File: src/design/ordered_list_engine_macros.svh
// assertion macros shared by the ordered list engine modules
// no dependencies; included by files that carry assertions
`ifndef ORDERED_LIST_ENGINE_MACROS_SVH
`define ORDERED_LIST_ENGINE_MACROS_SVH

// same-cycle implication, disabled in reset
`define OLE_ASSERT_NOW(label, clk, rst, a, b) \
  label: assert property (@(posedge clk) disable iff (rst) (a) |-> (b)) \
    else $error("ole assertion failed");

// next-cycle implication, disabled in reset
`define OLE_ASSERT_NEXT(label, clk, rst, a, b) \
  label: assert property (@(posedge clk) disable iff (rst) (a) |=> (b)) \
    else $error("ole assertion failed");

`endif

File: src/design/ole_pkg.sv
// shared types and constants of the ordered list engine
// no dependencies
package ole_pkg;

  localparam int CAPACITY = 64;
  localparam int ADDR_W   = $clog2(CAPACITY);
  localparam int CNT_W    = 7;
  localparam int VAL_W    = 32;

  localparam logic [2:0] ACT_INSERT_FRONT = 3'd0;
  localparam logic [2:0] ACT_REMOVE_FRONT = 3'd1;
  localparam logic [2:0] ACT_REMOVE_BACK  = 3'd2;
  localparam logic [2:0] ACT_REMOVE_VALUE = 3'd3;
  localparam logic [2:0] ACT_CLEAR        = 3'd4;

  localparam logic [2:0] OP_INS = 3'd0;
  localparam logic [2:0] OP_RMF = 3'd1;
  localparam logic [2:0] OP_RMB = 3'd2;
  localparam logic [2:0] OP_RMV = 3'd3;
  localparam logic [2:0] OP_CLR = 3'd4;
  localparam logic [2:0] OP_NOP = 3'd5;

  localparam logic [1:0] ST_OK        = 2'd0;
  localparam logic [1:0] ST_NOT_FOUND = 2'd1;
  localparam logic [1:0] ST_EMPTY     = 2'd2;
  localparam logic [1:0] ST_FULL      = 2'd3;

  localparam logic [CNT_W-1:0] CAP_CNT = CNT_W'(CAPACITY);

  typedef struct packed {
    logic [2:0]              op;
    logic signed [VAL_W-1:0] value;
  } cmd_t;

endpackage

File: src/design/ole_if.sv
// handshake channels of the ordered list engine
// depends on ole_pkg
interface ole_req_if (input logic clk);
  logic                             valid;
  logic                             ready;
  logic [2:0]                       action;
  logic signed [ole_pkg::VAL_W-1:0] value;

  modport source (output valid, action, value, input ready);
  modport sink (input valid, action, value, output ready);
endinterface

interface ole_rsp_if (input logic clk);
  logic                             valid;
  logic                             ready;
  logic [1:0]                       status;
  logic signed [ole_pkg::VAL_W-1:0] removed_value;
  logic [ole_pkg::CNT_W-1:0]        removed_count;
  logic [ole_pkg::CNT_W-1:0]        length;

  modport source (output valid, status, removed_value, removed_count, length, input ready);
  modport sink (input valid, status, removed_value, removed_count, length, output ready);
endinterface

File: src/design/ole_ram.sv
// generic simple dual port ram, registered read
// no dependencies
module ole_ram #(
  parameter int WIDTH = 32,
  parameter int DEPTH = 64
) (
  input  logic                     clk,
  input  logic                     we,
  input  logic [$clog2(DEPTH)-1:0] waddr,
  input  logic [WIDTH-1:0]         wdata,
  input  logic [$clog2(DEPTH)-1:0] raddr,
  output logic [WIDTH-1:0]         rdata
);
  logic [WIDTH-1:0] mem [DEPTH];

  always_ff @(posedge clk) begin
    if (we) begin
      mem[waddr] <= wdata;
    end
    rdata <= mem[raddr];
  end
endmodule

File: src/design/ole_front.sv
// front end: accepts requests, decodes the action, two-entry command queue
// depends on ole_pkg, ole_if, ordered_list_engine_macros.svh
`include "ordered_list_engine_macros.svh"

module ole_front (
  input  logic             clk,
  input  logic             rst,
  ole_req_if.sink          req,
  output logic             cmd_valid,
  output ole_pkg::cmd_t    cmd,
  input  logic             cmd_pop
);
  ole_pkg::cmd_t slots [2];
  logic          wptr;
  logic          rptr;
  logic [1:0]    fill;
  logic          push;
  ole_pkg::cmd_t decoded;

  always_comb begin
    decoded.value = req.value;
    unique case (req.action)
      ole_pkg::ACT_INSERT_FRONT: decoded.op = ole_pkg::OP_INS;
      ole_pkg::ACT_REMOVE_FRONT: decoded.op = ole_pkg::OP_RMF;
      ole_pkg::ACT_REMOVE_BACK:  decoded.op = ole_pkg::OP_RMB;
      ole_pkg::ACT_REMOVE_VALUE: decoded.op = ole_pkg::OP_RMV;
      ole_pkg::ACT_CLEAR:        decoded.op = ole_pkg::OP_CLR;
      default:                   decoded.op = ole_pkg::OP_NOP;
    endcase
  end

  assign req.ready = (fill != 2'd2);
  assign push      = req.valid && req.ready;
  assign cmd_valid = (fill != 2'd0);
  assign cmd       = slots[rptr];

  always_ff @(posedge clk) begin
    if (push) begin
      slots[wptr] <= decoded;
    end
    if (rst) begin
      wptr <= 1'b0;
      rptr <= 1'b0;
      fill <= 2'd0;
    end else begin
      if (push) wptr <= ~wptr;
      if (cmd_pop) rptr <= ~rptr;
      fill <= fill + 2'(push) - 2'(cmd_pop);
    end
  end

  `OLE_ASSERT_NOW(a_pop_nonempty, clk, rst, cmd_pop, fill != 2'd0)
  `OLE_ASSERT_NOW(a_fill_bound, clk, rst, 1'b1, fill <= 2'd2)
  `OLE_ASSERT_NEXT(a_push_fills, clk, rst, push && !cmd_pop, fill != 2'd0)
endmodule

File: src/design/ole_back.sv
// back end: executes list commands on a circular buffer in ram
// depends on ole_pkg, ole_if, ole_ram, ordered_list_engine_macros.svh
`include "ordered_list_engine_macros.svh"

module ole_back (
  input  logic             clk,
  input  logic             rst,
  input  logic             cmd_valid,
  input  ole_pkg::cmd_t    cmd,
  output logic             cmd_pop,
  ole_rsp_if.source        rsp
);
  localparam logic [2:0] S_IDLE   = 3'd0;
  localparam logic [2:0] S_READ   = 3'd1;
  localparam logic [2:0] S_SEARCH = 3'd2;
  localparam logic [2:0] S_SHIFT  = 3'd3;

  logic [2:0]                       state;
  logic [ole_pkg::ADDR_W-1:0]       head;
  logic [ole_pkg::CNT_W-1:0]        count;
  logic [ole_pkg::CNT_W-1:0]        pos;
  logic [2:0]                       op;
  logic signed [ole_pkg::VAL_W-1:0] key;
  logic signed [ole_pkg::VAL_W-1:0] hit_value;

  logic                       we;
  logic [ole_pkg::ADDR_W-1:0] waddr;
  logic [ole_pkg::ADDR_W-1:0] raddr;
  logic [ole_pkg::VAL_W-1:0]  rdata;
  logic [ole_pkg::CNT_W-1:0]  pos_inc;
  logic [ole_pkg::CNT_W-1:0]  pos_inc2;
  logic                       start;
  // insert writes the key, so the ram write data is muxed below
  logic [ole_pkg::VAL_W-1:0]  wdata_mux;

  assign start    = (state == S_IDLE) && cmd_valid && !rsp.valid;
  assign cmd_pop  = start;
  assign pos_inc  = pos + 1'b1;
  assign pos_inc2 = pos + 2'd2;

  ole_ram #(.WIDTH(ole_pkg::VAL_W), .DEPTH(ole_pkg::CAPACITY)) u_ram (
    .clk   (clk),
    .we    (we),
    .waddr (waddr),
    .wdata (wdata_mux),
    .raddr (raddr),
    .rdata (rdata)
  );

  always_comb begin
    we        = 1'b0;
    waddr     = head - 1'b1;
    wdata_mux = cmd.value;
    raddr     = head;
    unique case (state)
      S_IDLE: begin
        if (start) begin
          if (cmd.op == ole_pkg::OP_INS && count != ole_pkg::CAP_CNT) we = 1'b1;
          if (cmd.op == ole_pkg::OP_RMB) raddr = head + ole_pkg::ADDR_W'(count - 1'b1);
        end
      end
      S_SEARCH: raddr = head + ole_pkg::ADDR_W'(pos_inc);
      S_SHIFT: begin
        we        = 1'b1;
        waddr     = head + ole_pkg::ADDR_W'(pos);
        wdata_mux = rdata;
        raddr     = head + ole_pkg::ADDR_W'(pos_inc2);
      end
      default: ;
    endcase
  end

  always_ff @(posedge clk) begin
    if (rst) begin
      state     <= S_IDLE;
      head      <= '0;
      count     <= '0;
      rsp.valid <= 1'b0;
    end else begin
      if (rsp.valid && rsp.ready) rsp.valid <= 1'b0;
      unique case (state)
        S_IDLE: begin
          if (start) begin
            op                <= cmd.op;
            key               <= cmd.value;
            pos               <= '0;
            rsp.status        <= ole_pkg::ST_OK;
            rsp.removed_value <= '0;
            rsp.removed_count <= '0;
            rsp.length        <= count;
            case (cmd.op)
              ole_pkg::OP_INS: begin
                rsp.valid <= 1'b1;
                if (count == ole_pkg::CAP_CNT) begin
                  rsp.status <= ole_pkg::ST_FULL;
                end else begin
                  head       <= head - 1'b1;
                  count      <= count + 1'b1;
                  rsp.length <= count + 1'b1;
                end
              end
              ole_pkg::OP_RMF, ole_pkg::OP_RMB: begin
                if (count == '0) begin
                  rsp.valid  <= 1'b1;
                  rsp.status <= ole_pkg::ST_EMPTY;
                end else begin
                  state <= S_READ;
                end
              end
              ole_pkg::OP_RMV: begin
                if (count == '0) begin
                  rsp.valid  <= 1'b1;
                  rsp.status <= ole_pkg::ST_NOT_FOUND;
                end else begin
                  state <= S_SEARCH;
                end
              end
              ole_pkg::OP_CLR: begin
                rsp.valid         <= 1'b1;
                rsp.removed_count <= count;
                rsp.length        <= '0;
                count             <= '0;
              end
              default: rsp.valid <= 1'b1;
            endcase
          end
        end
        S_READ: begin
          rsp.valid         <= 1'b1;
          rsp.removed_value <= rdata;
          rsp.removed_count <= ole_pkg::CNT_W'(1);
          rsp.length        <= count - 1'b1;
          count             <= count - 1'b1;
          if (op == ole_pkg::OP_RMF) head <= head + 1'b1;
          state <= S_IDLE;
        end
        S_SEARCH: begin
          if (rdata == key) begin
            hit_value <= rdata;
            if (pos_inc < count) begin
              state <= S_SHIFT;
            end else begin
              rsp.valid         <= 1'b1;
              rsp.removed_value <= rdata;
              rsp.removed_count <= ole_pkg::CNT_W'(1);
              rsp.length        <= count - 1'b1;
              count             <= count - 1'b1;
              state             <= S_IDLE;
            end
          end else if (pos_inc < count) begin
            pos <= pos_inc;
          end else begin
            rsp.valid  <= 1'b1;
            rsp.status <= ole_pkg::ST_NOT_FOUND;
            state      <= S_IDLE;
          end
        end
        S_SHIFT: begin
          // entry at pos+1 moves into pos
          if (pos_inc2 < count) begin
            pos <= pos_inc;
          end else begin
            rsp.valid         <= 1'b1;
            rsp.removed_value <= hit_value;
            rsp.removed_count <= ole_pkg::CNT_W'(1);
            rsp.length        <= count - 1'b1;
            count             <= count - 1'b1;
            state             <= S_IDLE;
          end
        end
        default: state <= S_IDLE;
      endcase
    end
  end

  `OLE_ASSERT_NOW(a_busy_no_result, clk, rst, state != S_IDLE, !rsp.valid)
  `OLE_ASSERT_NOW(a_count_bound, clk, rst, 1'b1, count <= ole_pkg::CAP_CNT)
  `OLE_ASSERT_NOW(a_full_length, clk, rst, rsp.valid && rsp.status == ole_pkg::ST_FULL,
                  rsp.length == ole_pkg::CAP_CNT)
endmodule

File: src/design/ordered_list_engine.sv
// ordered list engine top level: front end, command queue, back end
// depends on ole_pkg, ole_if, ole_front, ole_back
//
// Bounded ordered list of up to 64 signed 32-bit values held in one ram as a
// circular buffer. Each request yields exactly one response. Insert, clear and
// unused actions complete from the back end's idle state, remove front and
// remove back pass through a read state, and remove by value searches entry by
// entry up to the hit, then makes one move per later entry; the single read and
// single write port of the entry ram is why it works one entry at a time. The
// back end starts a command only once the previous response has left its output
// register; a two-entry queue in the front end keeps taking requests while it
// has room.
module ordered_list_engine (
  input logic clk,
  input logic rst,
  ole_req_if.sink   req,
  ole_rsp_if.source rsp
);
  logic          cmd_valid;
  logic          cmd_pop;
  ole_pkg::cmd_t cmd;

  ole_front u_front (
    .clk       (clk),
    .rst       (rst),
    .req       (req),
    .cmd_valid (cmd_valid),
    .cmd       (cmd),
    .cmd_pop   (cmd_pop)
  );

  ole_back u_back (
    .clk       (clk),
    .rst       (rst),
    .cmd_valid (cmd_valid),
    .cmd       (cmd),
    .cmd_pop   (cmd_pop),
    .rsp       (rsp)
  );
endmodule

File: src/flat_wrapper.sv
// flat-port wrapper written by rule: the top's interface ports become plain ports
module ordered_list_engine_flat 
  (clk, rst, req_valid, req_action, req_value, req_ready, rsp_valid, rsp_status, rsp_removed_value, rsp_removed_count, rsp_length, rsp_ready);
  ole_req_if req_i (.clk(clk));
  ole_rsp_if rsp_i (.clk(clk));
  input logic clk;
  input logic rst;
  input wire logic [$bits(req_i.valid)-1:0] req_valid;
  input wire logic [$bits(req_i.action)-1:0] req_action;
  input wire logic [$bits(req_i.value)-1:0] req_value;
  output wire logic [$bits(req_i.ready)-1:0] req_ready;
  output wire logic [$bits(rsp_i.valid)-1:0] rsp_valid;
  output wire logic [$bits(rsp_i.status)-1:0] rsp_status;
  output wire logic [$bits(rsp_i.removed_value)-1:0] rsp_removed_value;
  output wire logic [$bits(rsp_i.removed_count)-1:0] rsp_removed_count;
  output wire logic [$bits(rsp_i.length)-1:0] rsp_length;
  input wire logic [$bits(rsp_i.ready)-1:0] rsp_ready;
  assign req_i.valid = req_valid;
  assign req_i.action = req_action;
  assign req_i.value = req_value;
  assign req_ready = req_i.ready;
  assign rsp_valid = rsp_i.valid;
  assign rsp_status = rsp_i.status;
  assign rsp_removed_value = rsp_i.removed_value;
  assign rsp_removed_count = rsp_i.removed_count;
  assign rsp_length = rsp_i.length;
  assign rsp_i.ready = rsp_ready;
  ordered_list_engine u_core (.clk(clk), .rst(rst), .req(req_i), .rsp(rsp_i));
endmodule
File: config.mk
export PLATFORM = sky130hd
export DESIGN_NAME = ordered_list_engine_flat
export DESIGN_NICKNAME = d
export VERILOG_FILES = /design/src/design/ole_pkg.sv /design/src/design/ole_if.sv /design/src/design/ole_ram.sv /design/src/design/ole_front.sv /design/src/design/ole_back.sv /design/src/design/ordered_list_engine.sv /design/src/flat_wrapper.sv
export VERILOG_INCLUDE_DIRS = /design/src /design/src/design
export SDC_FILE = /design/constraint.sdc
export NUM_CORES = 2
export LEC_CHECK = 0
export ABC_AREA = 1
export BUFFER_PORTS_ARGS = -buffer_cell sky130_fd_sc_hd__buf_2
export CAP_MARGIN = 10
export CORE_UTILIZATION = 40
export DETAILED_ROUTE_END_ITERATION = 8
export GPL_TIMING_DRIVEN = 0
export PLACE_DENSITY_LB_ADDON = 0.15
export SLEW_MARGIN = 20
export SYNTH_ARGS = -nofsm -noshare
export SYNTH_HDL_FRONTEND = slang
export SYNTH_SLANG_ARGS = --single-unit
File: constraint.sdc
create_clock -name clk -period 4.65 [get_ports clk]
set_input_delay 0.2325 -clock clk [delete_from_list [all_inputs] [get_ports clk]]
set_output_delay 0.2325 -clock clk [all_outputs]
set_load 0.02 [all_outputs]
==> summary.md <==
| Metric | Value |
|---|---|
| Post-synthesis net count | `9222` |
| Worst hold path type | `input pin to register` |
| Die X | `504 um` |
| Most frequent cells in the layout | `2240 x edfxtp_1, 2069 x nand3_1, 1525 x nand2_1` |
| Routability cong. | `1.05` |
| Std cell rows | `184` |
| Layout cells sized above 1 | `14.3%` |
| Root buffer cell | `clkbuf_16` |
| DPL Wire Length | `around 270000 um` |
| Tightest Pin Transition | `1.14 ns` |
| Pre-CTS setup slack | `-1.99 ns` |
| Synth Area per Inst | `~11 um^2` |
| Status | `finished, final reports clean` |
| Post-synth ARST share | `0%` |
| Antenna-violating nets left | `0` |
| Syn Inst Count | `9140` |
| Register area share after synthesis | `67.7%` |
| Worst Hold Slack | `0.0463 ns` |
| Static Leak | `47.7 nW` |
| Grt total ovfl | `0` |
| Worst setup EP type | `register` |
| Core area | `0.251 mm^2` |
| # Max-Cap Violations | `0` |
| Via density | `5.41` |
| Layout fillers | `between 20000 and 25000` |
| Crit share post-route | `99.0%` |
| Seq pwr share | `28.9%` |
| Worst-Skew Late Latency | `0.96 ns` |
| Max-slew headroom | `22.9%` |
| DRC | `0` |
| Height of the die | `504 um` |
| Pins over their slew limit | `0` |
| Worst-path clk slew | `0.06 ns` |
| First-pass GRT wire length | `512000 um` |
| PD cells | `740 mW/mm^2` |
| M1 GR Usage | `39.0%` |
| GRT Total Usage | `approximately 28%` |
| CTS buffer count | `276` |
| Initial antenna violation count | `24` |
| DR vias | `72500` |
| Port Buf Inserts | `88` |
| Setup TNS | `0 ns` |
| Vias in the first global route | `about 69000` |
| Full die area | `~0.25 mm^2` |
| YS warnings | `0` |
| Initial Util | `40.2%` |
| Synth Flop Type | `edfxtp_1` |
| Final wirelength | `367000 um` |
| Min Tclk post-route | `4.60 ns` |
| Area grow syn2layout | `21.9%` |
| WS Path Type | `register to register` |
| CP startpoint kind | `register` |
| Switching power | `between 0.04 and 0.05 W` |
| Clock buffer depth | `4` |
| WL/cell | `27.4 um` |
| Fin. Hold Viols | `0` |
| M3 GR Usage | `under 10%` |
| NumNets Final | `roughly 10000` |
| Dpl cells | `~13000` |
| # clock sinks | `2293` |
| Most common cell after layout, fill and taps aside | `edfxtp_1` |
| Switching Share | `45.5%` |
| CP max FO | `10` |
| Worst EP arrival | `between 5 and 6 ns` |
| FF+latch count, synth | `2293` |
| Io pins | `89` |
| Internal | `just under 0.05 W` |
| Critical Path RT | `5.44 ns` |
| Final setup viols | `0` |
| TritonCTS clock tree | `done` |
| Clock power frac | `23.0%` |
| H-tree Lvls | `5` |
| RSZ-0062 raised after global routing | `false` |
| Peak supply drop | `493 uV` |
| Synth unique cells | `a little over 40` |
| Max Clock Freq | `0.217 GHz` |
| Grt peak-use layer | `met2` |
| Final worst slack | `0.0484 ns` |
| DR iter-0 viols | `8555` |
| Final Non-Filler Cells | `13400` |
| GRT met2 Usage | `43.1%` |
| EDFF count, synth | `2240` |
| Post-synthesis cell area | `~0.1 mm^2` |
| Clk_skew | `just over 0.06 ns` |
| Combinational Power Share | `48.1%` |
| Pin count of the biggest net entering global routing | `30` |
| Pre-antenna DRT Iters | `6` |
==> cells by family after synthesis <==
| group | Yosys count | synth area share, % |
|---|---|---|
| AND/OR/NAND/NOR | 4617 | 22.6 |
| flip-flops | 2293 | 67.7 |
| buffers and inverters | 1959 | 7.77 |
| AO/OA/AOI/OAI | 173 | 0.967 |
| XOR/XNOR | 55 | 0.477 |
| adder cells (fa/ha/maj) | 43 | 0.555 |
==> cell usage after synthesis (15+ instances only) <==
master    number  area, um^2
edfxtp_1    2240       67300
o21ai_0       40         200
xor2_1        19         166
nand4_1       15        93.8
a31oi_1       35         219
nand3_1     2164       10800
clkbuf_1     166         623
buf_2        346        1730
xnor2_1       36         315
inv_1       1369        5140
nand2_1     1546        5800
nand3b_1     705        5290
a21oi_1       70         350
nor2_1       162         608
ha_1          40         500
buf_1         50         188
dfxtp_1       53        1060
==> sequential cells by signal (all words and copies together) (netlist names), 7 cells and up, named ones only <==
name	count
u_core.u_back.count	7
u_core.u_back.hit_value	32
u_core.u_back.u_ram.mem	2048
u_core.u_back.pos	7
u_core.u_back.rsp.length	7
u_core.u_back.rsp.removed_count	7
u_core.u_back.rsp.removed_value	32
u_core.u_back.u_ram.rdata	32
u_core.u_back.key	32
u_core.u_front.slots	70
==> per-layer routing <==
layer / part of all wire (%) / up-vias / routed length, um
met5: 0.020 / - / 72
met4: 4.8 / 12 / 17600
met3: 10 / 644 / 36900
met2: 44 / 3439 / 161000
met1: 41 / 35700 / 152000
li1: - / 32800 / -
==> stage by stage <==
stage	utilization [%]	cell area, um^2	total power [W]
after floorplan	-	101000	0.0465
after global placement	42.0	106000	0.0651
after detailed placement	44.6	112000	0.0676
after CTS	48.9	123000	0.0896
after global routing	49.0	123000	0.0940
final	49.0	123000	0.0911
==> worst max-delay path, stage by stage, from the launching register on <==
cell and delay [ns]:
dfxtp_1 0.43, ha_2 0.28, clkbuf_4 0.26, clkbuf_4 0.28, nand2_1 0.08, nand2_1 0.09
ha_1 0.14, a21oi_1 0.07, nand2_1 0.13, nand2_4 0.22, nand2_4 0.32, buf_6 0.32
buf_4 0.29, buf_2 0.41, nand2_1 0.10, nand3_1 0.09, nand3_1 0.06, nand3_1 0.19
nand3_1 0.17, nand3_1 0.29, nand2_1 0.19
==> timing repair <==
action | in CTS | in global routing
pin swaps | 33 | 4
gates resized for setup | 248 | 111
buffers inserted | 71 | 2
hold buffers | 56 | 0
endpoints found under the setup margin | 848 | 476
hold endpoints to repair | 111 | 0
==> power by group through the flow <==
stage | Clock (W) | Sequential [W] | Combinational (W)
after detailed placement | 0 | 0.0267 | 0.0409
after floorplan | 0 | 0.0271 | 0.0194
final | 0.0210 | 0.0263 | 0.0438
after CTS | 0.0212 | 0.0263 | 0.0422
after global routing | 0.0220 | 0.0263 | 0.0457
after global placement | 0 | 0.0279 | 0.0372
==> final cells by class <==
type                            instances  area, um^2  area share (%)
Buffer                                576        3070            2.50
Timing Repair Buffer                  428        7140            5.80
Multi-Input combinational cell       4888       26500            21.5
Clock inverter                        129        1190           0.971
Clock buffer                          341        7410            6.02
Tap cell                             3348        4190            3.40
Inverter                             1383        5210            4.23
Antenna cell                           12        30.0          0.0244
Sequential cell                      2293       68300            55.5
==> worst paths after layout <==
path	end	start	slack, ns	cells after the start
worst min register to register	u_core.u_back.hit_value[19]	u_core.u_back.u_ram.rdata[19]	0.48	0
worst max-delay path	u_core.u_back.u_ram.rdata[0]	u_core.u_back.state[1]	0.05	20
worst min-delay path	u_core.u_front.slots[0][18]	req_value[18]	0.05	2
worst max register to register	u_core.u_back.u_ram.rdata[0]	u_core.u_back.state[1]	0.05	20
Note: power is estimated with default switching activity, not from simulation.
